**src/sv/qpsa_pkg.sv**
```systemverilog
// ----------------------------------------------------------------------------
// qpsa_pkg
// Types, constants and the step schedule for the quaternion product square
// accumulator.
// ----------------------------------------------------------------------------
package qpsa_pkg;

  // Component indices: real, i, j, k
  localparam logic [1:0] C_W = 2'd0;
  localparam logic [1:0] C_X = 2'd1;
  localparam logic [1:0] C_Y = 2'd2;
  localparam logic [1:0] C_Z = 2'd3;

  // Sixteen product terms and seven square terms
  localparam int NUM_STEPS = 23;
  localparam int STEP_W    = 5;
  localparam logic [STEP_W-1:0] LAST_STEP = STEP_W'(NUM_STEPS - 1);

  // Input word
  typedef struct packed {
    logic signed [31:0] a_w;
    logic signed [31:0] a_x;
    logic signed [31:0] a_y;
    logic signed [31:0] a_z;
    logic signed [31:0] b_w;
    logic signed [31:0] b_x;
    logic signed [31:0] b_y;
    logic signed [31:0] b_z;
    logic               first;
    logic               last;
  } qpsa_in_t;

  // Result word
  typedef struct packed {
    logic signed [63:0] sum_w;
    logic signed [63:0] sum_x;
    logic signed [63:0] sum_y;
    logic signed [63:0] sum_z;
    logic               saturated;
  } qpsa_out_t;

  // Control for one multiply step, carried along with the product
  typedef struct packed {
    logic       sq;       // operands come from the rounded product c
    logic       self_sq;  // square of c[ib], else c_w * c[ib]
    logic [1:0] ia;       // index into a
    logic [1:0] ib;       // index into b or c
    logic       neg;      // subtract the term
    logic       start;    // first term of a sum
    logic       done;     // last term of a sum
    logic       dbl;      // term counts twice
    logic [1:0] dest;     // component written by the finished sum
  } step_t;

  function automatic step_t mk(input logic sq, input logic self_sq,
                               input logic [1:0] ia, input logic [1:0] ib,
                               input logic neg, input logic start,
                               input logic done, input logic dbl,
                               input logic [1:0] dest);
    step_t t;
    t = '{sq, self_sq, ia, ib, neg, start, done, dbl, dest};
    return t;
  endfunction

  // Schedule: Hamilton product, then the square of c
  function automatic step_t step_info(input logic [STEP_W-1:0] s);
    step_t t;
    t = '0;
    unique case (s)
      // c_w = aw*bw - ax*bx - ay*by - az*bz
      5'd0:  t = mk(1'b0, 1'b0, C_W, C_W, 1'b0, 1'b1, 1'b0, 1'b0, C_W);
      5'd1:  t = mk(1'b0, 1'b0, C_X, C_X, 1'b1, 1'b0, 1'b0, 1'b0, C_W);
      5'd2:  t = mk(1'b0, 1'b0, C_Y, C_Y, 1'b1, 1'b0, 1'b0, 1'b0, C_W);
      5'd3:  t = mk(1'b0, 1'b0, C_Z, C_Z, 1'b1, 1'b0, 1'b1, 1'b0, C_W);
      // c_x = aw*bx + ax*bw + ay*bz - az*by
      5'd4:  t = mk(1'b0, 1'b0, C_W, C_X, 1'b0, 1'b1, 1'b0, 1'b0, C_X);
      5'd5:  t = mk(1'b0, 1'b0, C_X, C_W, 1'b0, 1'b0, 1'b0, 1'b0, C_X);
      5'd6:  t = mk(1'b0, 1'b0, C_Y, C_Z, 1'b0, 1'b0, 1'b0, 1'b0, C_X);
      5'd7:  t = mk(1'b0, 1'b0, C_Z, C_Y, 1'b1, 1'b0, 1'b1, 1'b0, C_X);
      // c_y = aw*by - ax*bz + ay*bw + az*bx
      5'd8:  t = mk(1'b0, 1'b0, C_W, C_Y, 1'b0, 1'b1, 1'b0, 1'b0, C_Y);
      5'd9:  t = mk(1'b0, 1'b0, C_X, C_Z, 1'b1, 1'b0, 1'b0, 1'b0, C_Y);
      5'd10: t = mk(1'b0, 1'b0, C_Y, C_W, 1'b0, 1'b0, 1'b0, 1'b0, C_Y);
      5'd11: t = mk(1'b0, 1'b0, C_Z, C_X, 1'b0, 1'b0, 1'b1, 1'b0, C_Y);
      // c_z = aw*bz + ax*by - ay*bx + az*bw
      5'd12: t = mk(1'b0, 1'b0, C_W, C_Z, 1'b0, 1'b1, 1'b0, 1'b0, C_Z);
      5'd13: t = mk(1'b0, 1'b0, C_X, C_Y, 1'b0, 1'b0, 1'b0, 1'b0, C_Z);
      5'd14: t = mk(1'b0, 1'b0, C_Y, C_X, 1'b1, 1'b0, 1'b0, 1'b0, C_Z);
      5'd15: t = mk(1'b0, 1'b0, C_Z, C_W, 1'b0, 1'b0, 1'b1, 1'b0, C_Z);
      // real part of c squared
      5'd16: t = mk(1'b1, 1'b1, C_W, C_W, 1'b0, 1'b1, 1'b0, 1'b0, C_W);
      5'd17: t = mk(1'b1, 1'b1, C_W, C_X, 1'b1, 1'b0, 1'b0, 1'b0, C_W);
      5'd18: t = mk(1'b1, 1'b1, C_W, C_Y, 1'b1, 1'b0, 1'b0, 1'b0, C_W);
      5'd19: t = mk(1'b1, 1'b1, C_W, C_Z, 1'b1, 1'b0, 1'b1, 1'b0, C_W);
      // vector part of c squared: 2 c_w c_v
      5'd20: t = mk(1'b1, 1'b0, C_W, C_X, 1'b0, 1'b1, 1'b1, 1'b1, C_X);
      5'd21: t = mk(1'b1, 1'b0, C_W, C_Y, 1'b0, 1'b1, 1'b1, 1'b1, C_Y);
      5'd22: t = mk(1'b1, 1'b0, C_W, C_Z, 1'b0, 1'b1, 1'b1, 1'b1, C_Z);
      default: t = '0;
    endcase
    return t;
  endfunction

endpackage

```
**src/sv/quaternion_product_square_accumulate.sv**
```systemverilog
// ----------------------------------------------------------------------------
// quaternion_product_square_accumulate
// Hamilton product of two Q15.16 quaternions, rounded and saturated, whose
// square is added into a saturating Q47.16 quaternion accumulator.
// ----------------------------------------------------------------------------
// Usage:
//   Input channel (in_valid / in_stall / in_data) takes one word holding
//   quaternions a and b plus the first and last flags. first clears the
//   accumulator and the saturation flag before the word is added; last
//   emits one result word after the add.
//   Result channel (out_valid / out_stall / out_data) carries the four sums
//   and the sticky saturation flag, held in an output register.
//   One signed 32x32 multiplier does all 23 multiplies of a word, one per
//   cycle, followed by an accumulate, a round and a saturating add stage.
//   A new word is taken only once the previous word has drained through
//   the pipeline; in_stall is high while a word is being worked on.
//   A pending result waiting under out_stall does not hold up the next
//   word; only when the next result is ready and the register is still
//   occupied does the block wait.
//   Reset clears the accumulator, the saturation flag and the output valid.
// ----------------------------------------------------------------------------
module quaternion_product_square_accumulate
  import qpsa_pkg::*;
(
  input  logic      clk,
  input  logic      rst_n,
  input  logic      in_valid,
  output logic      in_stall,
  input  qpsa_in_t  in_data,
  output logic      out_valid,
  input  logic      out_stall,
  output qpsa_out_t out_data
);

  typedef enum logic [1:0] {
    S_IDLE,
    S_RUN,
    S_DRAIN
  } state_t;

  state_t              state_r;
  logic [STEP_W-1:0]   step_r;
  logic                last_r;
  logic                ovf_r;
  logic                out_valid_r;
  qpsa_out_t           out_data_r;

  logic signed [31:0]  a_r [4];
  logic signed [31:0]  b_r [4];
  logic signed [31:0]  c_r [4];
  logic signed [63:0]  acc_r [4];

  logic                accept;
  logic                issue;
  step_t               st;
  logic signed [31:0]  opb_c;
  logic signed [31:0]  op_a;
  logic signed [31:0]  op_b;

  logic                prod_v;
  logic signed [63:0]  prod;
  step_t               ptag;

  logic signed [65:0]  wacc_r;
  logic signed [65:0]  wacc_nxt;
  logic signed [65:0]  addend;
  logic signed [65:0]  grp_r;
  step_t               gtag_r;
  logic                grp_v_r;

  logic signed [65:0]  rnd;
  logic signed [49:0]  shr;
  logic                ovf_pos;
  logic                ovf_neg;
  logic signed [31:0]  c_val;

  logic signed [63:0]  term_r;
  logic [1:0]          tdest_r;
  logic                term_v_r;

  logic signed [64:0]  ssum;
  logic signed [63:0]  sat_val;
  logic                sat_ovf;

  logic                idle_pipe;

  assign accept    = in_valid && !in_stall;
  assign in_stall  = (state_r != S_IDLE);
  assign out_valid = out_valid_r;
  assign out_data  = out_data_r;
  assign issue     = (state_r == S_RUN);

  // operand selection for the shared multiplier
  assign st    = step_info(step_r);
  assign opb_c = c_r[st.ib];
  assign op_a  = st.sq ? (st.self_sq ? opb_c : c_r[C_W]) : a_r[st.ia];
  assign op_b  = st.sq ? opb_c : b_r[st.ib];

  qpsa_mul u_mul (
    .clk      (clk),
    .rst_n    (rst_n),
    .issue    (issue),
    .op_a     (op_a),
    .op_b     (op_b),
    .tag      (st),
    .prod_v_r (prod_v),
    .prod_r   (prod),
    .tag_r    (ptag)
  );

  // accumulate stage: wide running sum of signed terms
  assign addend   = ptag.dbl ? {prod[63], prod, 1'b0} : {{2{prod[63]}}, prod};
  assign wacc_nxt = ptag.neg ? ((ptag.start ? 66'sd0 : wacc_r) - addend)
                             : ((ptag.start ? 66'sd0 : wacc_r) + addend);

  always_ff @(posedge clk) begin
    if (!rst_n) begin
      grp_v_r <= 1'b0;
    end else begin
      grp_v_r <= prod_v && ptag.done;
    end
  end

  always_ff @(posedge clk) begin
    if (prod_v) begin
      wacc_r <= wacc_nxt;
      if (ptag.done) begin
        grp_r  <= wacc_nxt;
        gtag_r <= ptag;
      end
    end
  end

  // round stage: drop 16 fraction bits, ties upward; product sums saturate to 32 bits
  assign rnd     = grp_r + 66'sd32768;
  assign shr     = rnd[65:16];
  assign ovf_pos = !shr[49] && (|shr[48:31]);
  assign ovf_neg = shr[49] && !(&shr[48:31]);

  always_comb begin
    priority if (ovf_pos) begin
      c_val = 32'sh7FFF_FFFF;
    end else if (ovf_neg) begin
      c_val = 32'sh8000_0000;
    end else begin
      c_val = shr[31:0];
    end
  end

  always_ff @(posedge clk) begin
    if (!rst_n) begin
      term_v_r <= 1'b0;
    end else begin
      term_v_r <= grp_v_r && gtag_r.sq;
    end
  end

  always_ff @(posedge clk) begin
    if (grp_v_r) begin
      if (gtag_r.sq) begin
        term_r  <= {{14{shr[49]}}, shr};
        tdest_r <= gtag_r.dest;
      end else begin
        c_r[gtag_r.dest] <= c_val;
      end
    end
  end

  // saturating add into the accumulator
  assign ssum    = {acc_r[tdest_r][63], acc_r[tdest_r]} + {term_r[63], term_r};
  assign sat_ovf = (ssum[64] != ssum[63]);
  assign sat_val = sat_ovf ? (ssum[64] ? 64'sh8000_0000_0000_0000
                                       : 64'sh7FFF_FFFF_FFFF_FFFF)
                           : ssum[63:0];

  always_ff @(posedge clk) begin
    if (!rst_n) begin
      for (int i = 0; i < 4; i++) begin
        acc_r[i] <= 64'sd0;
      end
    end else if (accept && in_data.first) begin
      for (int i = 0; i < 4; i++) begin
        acc_r[i] <= 64'sd0;
      end
    end else if (term_v_r) begin
      acc_r[tdest_r] <= sat_val;
    end
  end

  // operand capture
  always_ff @(posedge clk) begin
    if (accept) begin
      a_r[C_W] <= in_data.a_w;
      a_r[C_X] <= in_data.a_x;
      a_r[C_Y] <= in_data.a_y;
      a_r[C_Z] <= in_data.a_z;
      b_r[C_W] <= in_data.b_w;
      b_r[C_X] <= in_data.b_x;
      b_r[C_Y] <= in_data.b_y;
      b_r[C_Z] <= in_data.b_z;
    end
  end

  assign idle_pipe = !prod_v && !grp_v_r && !term_v_r;

  // sequencer, sticky flag and result register
  always_ff @(posedge clk) begin
    if (!rst_n) begin
      state_r     <= S_IDLE;
      step_r      <= '0;
      last_r      <= 1'b0;
      ovf_r       <= 1'b0;
      out_valid_r <= 1'b0;
    end else begin
      // taken result drops unless a new one is loaded in the same cycle
      if (out_valid_r && !out_stall &&
          !((state_r == S_DRAIN) && idle_pipe && last_r)) begin
        out_valid_r <= 1'b0;
      end
      if ((grp_v_r && !gtag_r.sq && (ovf_pos || ovf_neg)) ||
          (term_v_r && sat_ovf)) begin
        ovf_r <= 1'b1;
      end
      unique case (state_r)
        S_IDLE: begin
          if (accept) begin
            state_r <= S_RUN;
            step_r  <= '0;
            last_r  <= in_data.last;
            if (in_data.first) begin
              ovf_r <= 1'b0;
            end
          end
        end
        S_RUN: begin
          if (step_r == LAST_STEP) begin
            state_r <= S_DRAIN;
          end else begin
            step_r <= step_r + 1'b1;
          end
        end
        S_DRAIN: begin
          if (idle_pipe) begin
            if (!last_r) begin
              state_r <= S_IDLE;
            end else if (!out_valid_r || !out_stall) begin
              out_data_r.sum_w     <= acc_r[C_W];
              out_data_r.sum_x     <= acc_r[C_X];
              out_data_r.sum_y     <= acc_r[C_Y];
              out_data_r.sum_z     <= acc_r[C_Z];
              out_data_r.saturated <= ovf_r;
              out_valid_r          <= 1'b1;
              state_r              <= S_IDLE;
            end
          end
        end
        default: state_r <= S_IDLE;
      endcase
    end
  end

endmodule

```
**src/sv/qpsa_mul.sv**
```systemverilog
// ----------------------------------------------------------------------------
// qpsa_mul
// Shared signed 32x32 multiplier with registered product; the step control
// travels alongside so the accumulate stage knows what to do with it.
// ----------------------------------------------------------------------------
module qpsa_mul
  import qpsa_pkg::*;
(
  input  logic               clk,
  input  logic               rst_n,
  input  logic               issue,
  input  logic signed [31:0] op_a,
  input  logic signed [31:0] op_b,
  input  step_t              tag,
  output logic               prod_v_r,
  output logic signed [63:0] prod_r,
  output step_t              tag_r
);

  // valid flag
  always_ff @(posedge clk) begin
    if (!rst_n) begin
      prod_v_r <= 1'b0;
    end else begin
      prod_v_r <= issue;
    end
  end

  // product and control; operands sign-extended to the product width
  always_ff @(posedge clk) begin
    if (issue) begin
      prod_r <= 64'(op_a) * 64'(op_b);
      tag_r  <= tag;
    end
  end

endmodule

```
**config.mk**
```make
export PLATFORM = sky130hd
export DESIGN_NAME = quaternion_product_square_accumulate
export DESIGN_NICKNAME = d
export VERILOG_FILES = /design/src/sv/qpsa_pkg.sv /design/src/sv/quaternion_product_square_accumulate.sv /design/src/sv/qpsa_mul.sv
export SDC_FILE = /design/constraint.sdc
export NUM_CORES = 2
export LEC_CHECK = 0
export ABC_AREA = 1
export ABC_CLOCK_PERIOD_IN_PS = 13750
export BUFFER_PORTS_ARGS = -buffer_cell sky130_fd_sc_hd__buf_4
export CAP_MARGIN = 10
export CORE_UTILIZATION = 57
export DETAILED_ROUTE_END_ITERATION = 10
export PLACE_DENSITY = 0.82
export SYNTH_ARGS = -nofsm -noshare
export SYNTH_HDL_FRONTEND = slang
export SYNTH_HIERARCHICAL = 1
export SYNTH_SLANG_ARGS = --single-unit
```
**constraint.sdc**
```tcl
create_clock -name clk -period 13.75 [get_ports clk]
set_input_delay 2.0625 -clock clk [delete_from_list [all_inputs] [get_ports clk]]
set_output_delay 2.0625 -clock clk [all_outputs]
set_load 0.1 [all_outputs]
```
-- Word-level counts from Yosys, hierarchy flattened
Memory sizes are Yosys's and may differ from the RTL's. A register that Yosys moved wholly into a read port is not among the register bits.
Cells that the tools add are included.
- add/sub/neg operators: 5
- $mul: 1
- eq/ne operators: 9
- mux-type cells: 51
- bitwise gates (word level): 4
- reductions and logical operators: 40
- operator list (operator ; count):
    64-bit 2-to-1 mux ; 8
    32-bit 2-to-1 mux ; 5
    66-bit 2-to-1 mux ; 2
    66-bit by 17-bit adder with 66-bit output (second input constant) ; 1
    66-bit by 65-bit adder with 66-bit output ; 1
    66-bit by 65-bit subtractor with 66-bit output ; 1
    64-bit by 50-bit adder with 65-bit output ; 1
    32-bit by 32-bit multiplier with 64-bit output ; 1
    64-bit OR reduction ; 1
    1-bit 2-to-1 mux ; 23
    5-bit 2-to-1 mux ; 4
    18-bit AND reduction ; 1
    18-bit OR reduction ; 1
    1-bit logical AND ; 15
    2-bit 2-to-1 mux ; 7
    1-bit logical NOT ; 10
    5-bit case mux with 2 select lines ; 1
    2-bit inequality test (second input constant) ; 4
    2-bit case mux with 3 select lines ; 1
    2-bit AND reduction ; 3
    5-bit by 1-bit adder with 5-bit output (second input constant) ; 1
    5-bit equality test (second input constant) ; 1
    5-bit AND reduction ; 1
    1-bit bitwise OR ; 4
    9 further kinds ; 12
- register bits after elaboration: 272
- RAM bits: 640
- bits in read-only memories: 384
- input bits: 262
- output and inout port bits: 259
- word-level logic and storage cells: 137
- memories: 5
- memories (memory ; depth ; width ; read ports ; clocked after memory_dff ; write ports ; RTL line ; RTL):
    (name not given) ; 32 ; 12 ; 1 ; 1 ; 0 ; qpsa_pkg.sv:69 ; unique case (s)
    acc_r ; 4 ; 64 ; 5 ; 5 ; 4 ; quaternion_product_square_accumulate.sv:51 ; logic signed [63:0] acc_r [4];
    a_r ; 4 ; 32 ; 1 ; 0 ; 4 ; quaternion_product_square_accumulate.sv:48 ; logic signed [31:0] a_r [4];
    b_r ; 4 ; 32 ; 1 ; 0 ; 4 ; quaternion_product_square_accumulate.sv:49 ; logic signed [31:0] b_r [4];
    c_r ; 4 ; 32 ; 2 ; 0 ; 1 ; quaternion_product_square_accumulate.sv:50 ; logic signed [31:0] c_r [4];

-- Logic depth before layout (Yosys ltp)
- word-level depth: 12
- mapped depth: 40
- depth with buffers taken out: 37

-- Hierarchy
Netlist, hierarchy kept.
- by module, submodules not included (module ; times used ; cells an instance ; area each (um^2)):
    quaternion_product_square_accumulate ; 1 ; 5581 ; 55176.7
    qpsa_mul ; 1 ; 5207 ; 41718.8

-- Worst setup path after synthesis
OpenSTA, ideal clock, no wires.
- path kind: input to register
- start point: input port rst_n
- end point: register out_data_r, in the netlist out_data[0] (enable)
- library setup time: 881 ps
- data arrival time: 12831 ps
- required time: 12869 ps
- slack: 39 ps
- stages: 2
- cell sequence: nand4_1 > nor2_1
- longest elaborated chain between the ends: 1
- ends and longest elaborated chain (item ; RTL line ; RTL):
    from (decl) ; quaternion_product_square_accumulate.sv:26 ; input logic rst_n,
    5-bit AND reduction (no source line) ; -- ;
    to (decl) ; quaternion_product_square_accumulate.sv:46 ; qpsa_out_t out_data_r;
No other way between the ends.
A chain may end at the register's enable or synchronous reset.

-- Worst setup path after layout
- start point: register st[6] (netlist name)
- end point: register u_mul.prod_r[57], data pin
- longest elaborated chain between the ends: 4
- elaborated cells on any way between the ends: 6
- classes of those cells: mul (1); mux (3); memory (2)
- ends and longest elaborated chain (item ; RTL line ; RTL):
    memory 4 x 32 bit ; -- ;
    32-bit 2-to-1 mux (2 in a row) ; quaternion_product_square_accumulate.sv:96 ; assign op_a = st.sq ? (st.self_sq ? opb_c : c_r[C_W]) : a_r[st.ia];
    named net op_a[31] ; quaternion_product_square_accumulate.sv:57 ; logic signed [31:0] op_a;
    32-bit by 32-bit multiplier with 64-bit output ; qpsa_mul.sv:32 ; prod_r <= 64'(op_a) * 64'(op_b);
    to (signal assigned) ; qpsa_mul.sv:32 ;
    to (decl) ; qpsa_mul.sv:16 ; output logic signed [63:0] prod_r,
The timed path passes the listed nets, and every way through them passes these cells.

==> impl_metrics.py <==
metrics = {
    "outcome": {
        "run_status": "complete, no violations",
    },
    "die": {
        "num_io_pins": 521,
        "die-area_sq_um": 171400,
        "core_sq_um": 167800,
        "die_height_um": 414.0,
        "die_x_um": 414.0,
        "start_util_pct": 57.66,
        "floorplan.rows": 150,
    },
    "yosys": {
        "synth.net_count": 12450,
        "ys.warnings.count": 6,
        "netlist_instances": 10780,
        "mappedNetlistArea_sq_um": 96750,
        "synth.avg_cell_area_sq_um": 8.972,
    },
    "critical_path": {
        "worst-path-buf-inv": 8,
        "critical_path_endpoint_category": "flop",
        "reg_to_reg_end": "u_mul/prod_r[57]",
        "critical_path_depth": 32,
        "cp_data_required_time_ns": 14.27,
        "crit_path_end": "u_mul/prod_r[57]",
        "worstPathMaxFanout": 65,
        "crit_path_from": "st[6]",
        "critical_path.top_delay_family": "adder cells",
        "worstRegToRegCells": 32,
        "reg_to_reg_setup_timing_slack_ns": 2.47,
        "worst_setup_path_start_kind": "flop",
        "worst-endpoint-arrival_ns": 11.80,
        "timing_worst_setup_path_type": "reg -> reg",
        "reg_to_reg_start": "st[6]",
        "critical_path.most_common_cell": "sky130_fd_sc_hd__fa_1",
        "crit_path_max_incr_delay_ns": 1.00,
        "crit_path_top_delay_cell": "sky130_fd_sc_hd__fa_1",
    },
    "grt": {
        "gr-total-overflow": 0,
        "grtUsageTotal_pct": 35.87,
        "antenna_found_initial": 11,
        "grt_max_degree": 175,
        "grt_first_pass_wirelength_mm": 463.7,
        "vias_in_the_first_global_route": 79940,
    },
    "min_path": {
        "hp-start": "st[0]",
        "worstHoldPathType": "reg -> reg",
    },
    "drt": {
        "dr_total_vias": 77290,
        "wirelength_mm": 304.0,
        "wl_per_cell_um": 22.59,
        "route.detailed.vias_per_inst": 5.744,
        "drcViolationCount": 0,
        "drt_first_iter_violations": 9062,
        "drt_first_pass_iters": 9,
        "antenna_violating_nets_post_route": 0,
    },
    "timing": {
        "timing_worst_slew_pin_value_ns": 1.303,
        "clock.fmax_ghz": 0.08863,
        "fin_setup_tns_ns": 0,
        "setup_viol": 0,
        "max_slew_margin_pct": 12.52,
        "fin_ws_ns": 2.467,
        "finalMaxSlewViolations": 0,
        "setup_repair_after_global_routing_missed_its_margin": "false",
        "period_share_pct": 82.06,
        "report.final.hold_viol_count": 0,
        "skew_ns": 0.07688,
        "hold_slack_ns": 0.4077,
        "finalCriticalPeriod_ns": 11.28,
    },
    "layout": {
        "syn_to_final_growth_pct": 10.54,
        "drive_above_1_share_pct": 9.935,
        "finalInstanceArea_sq_um": 106900,
        "final_net_count": 12810,
        "leading_cell_type_in_the_layout_fill_and_taps_excluded": "sky130_fd_sc_hd__nand2_1",
        "final_cell_mix": "sky130_fd_sc_hd__nand2_1, sky130_fd_sc_hd__inv_1, sky130_fd_sc_hd__edfxtp_1, sky130_fd_sc_hd__nor2_1, sky130_fd_sc_hd__fa_1",
    },
    "clocking": {
        "cts.sink_count": 1167,
        "htree_num_levels": 3,
        "post_cts_resize_count": 0,
        "clkSlewWorstSetupHoldPaths_ns": 0.07,
        "cts_made_buffers": 119,
        "clock_tree.buffer_depth": 3,
        "cts_root_buffer": "sky130_fd_sc_hd__clkbuf_16",
        "post_cts_buffers": 0,
        "clkLatencyLatePin_ns": 0.83,
        "cts_tree": "yes",
        "hold_buf_count_cts": 0,
    },
    "job": {
        "cap_viol_max_count": 0,
    },
    "place": {
        "post-place-ws_ns": 2.893,
        "detailedPlacementHpwl_mm": 232.2,
        "gpl.final_weighted_congestion": 0.9929,
        "port_buffers": 520,
        "dpl_cell_area_sq_um": 102900,
    },
}
## worst register-to-register path, delay by kind of cell (launching register included)
family | cells | cell delay [ns]
DFF | 1 | 0.54
adders and majority gates | 9 | 5.33
AOI/OAI and AO/OA | 2 | 1.23
buffers and inverters | 8 | 2.31
and+or+nand+nor | 13 | 1.55
## worst min path at each step
stage | to | slack (ns) | cells after the start
2_1_floorplan | u_mul/tag_r[0] | 0.39 | 0
5_1_grt | u_mul/tag_r[0] | 0.41 | 0
6_report | u_mul/tag_r[0] | 0.41 | 0
3_5_place_dp | u_mul/tag_r[3] | 0.39 | 0
4_1_cts | u_mul/tag_r[0] | 0.41 | 0
3_3_place_gp | u_mul/tag_r[1] | 0.39 | 0
## state kept, by name (all words and copies together), names as in the netlist, 2 cells and up, named ones only
| register | flops |
|---|---|
| grp_r | 51 |
| state_r | 2 |
| tdest_r | 2 |
| b_r | 128 |
| wacc_r | 66 |
| u_mul/prod_r | 64 |
| acc_r | 256 |
| term_r | 50 |
| u_mul/tag_r | 7 |
| a_r | 128 |
| out_data | 257 |
| step_r | 5 |
| gtag_r | 3 |
| c_r | 128 |
| st | 12 |
## layer usage
metal | wire length, um | GRT usage [%] | part of all wire, % | up-vias
met5 | 69 | 0 | 0.023 | -
met4 | 19110 | 19.82 | 6.3 | 10
met3 | 34180 | 8.018 | 11 | 1134
met2 | 140100 | 57.49 | 46 | 4972
met1 | 110500 | 45.24 | 36 | 37210
li1 | - | - | - | 33970
## cell type report
type / count / area [sq um]
Clock buffer: 144 / 3102
Tap cell: 2204 / 2758
Fill cell: 13270 / 60840
Multi-Input combinational cell: 6900 / 51860
Timing Repair Buffer: 623 / 4690
Antenna cell: 8 / 20.02
Clock inverter: 80 / 964.7
Inverter: 2329 / 8756
Sequential cell: 1167 / 34790
## metrics by stage
step / util [%] / std cells
CTS: 63.73 / 13450
detailed placement: 61.30 / 13220
global placement: 61.30 / 13220
floorplan: - / 10780
global route: 63.73 / 13450
finish: 63.74 / 13460
Power is not shown: default switching activity piles up to over one toggle a cycle in this logic, so the estimate is an artifact.
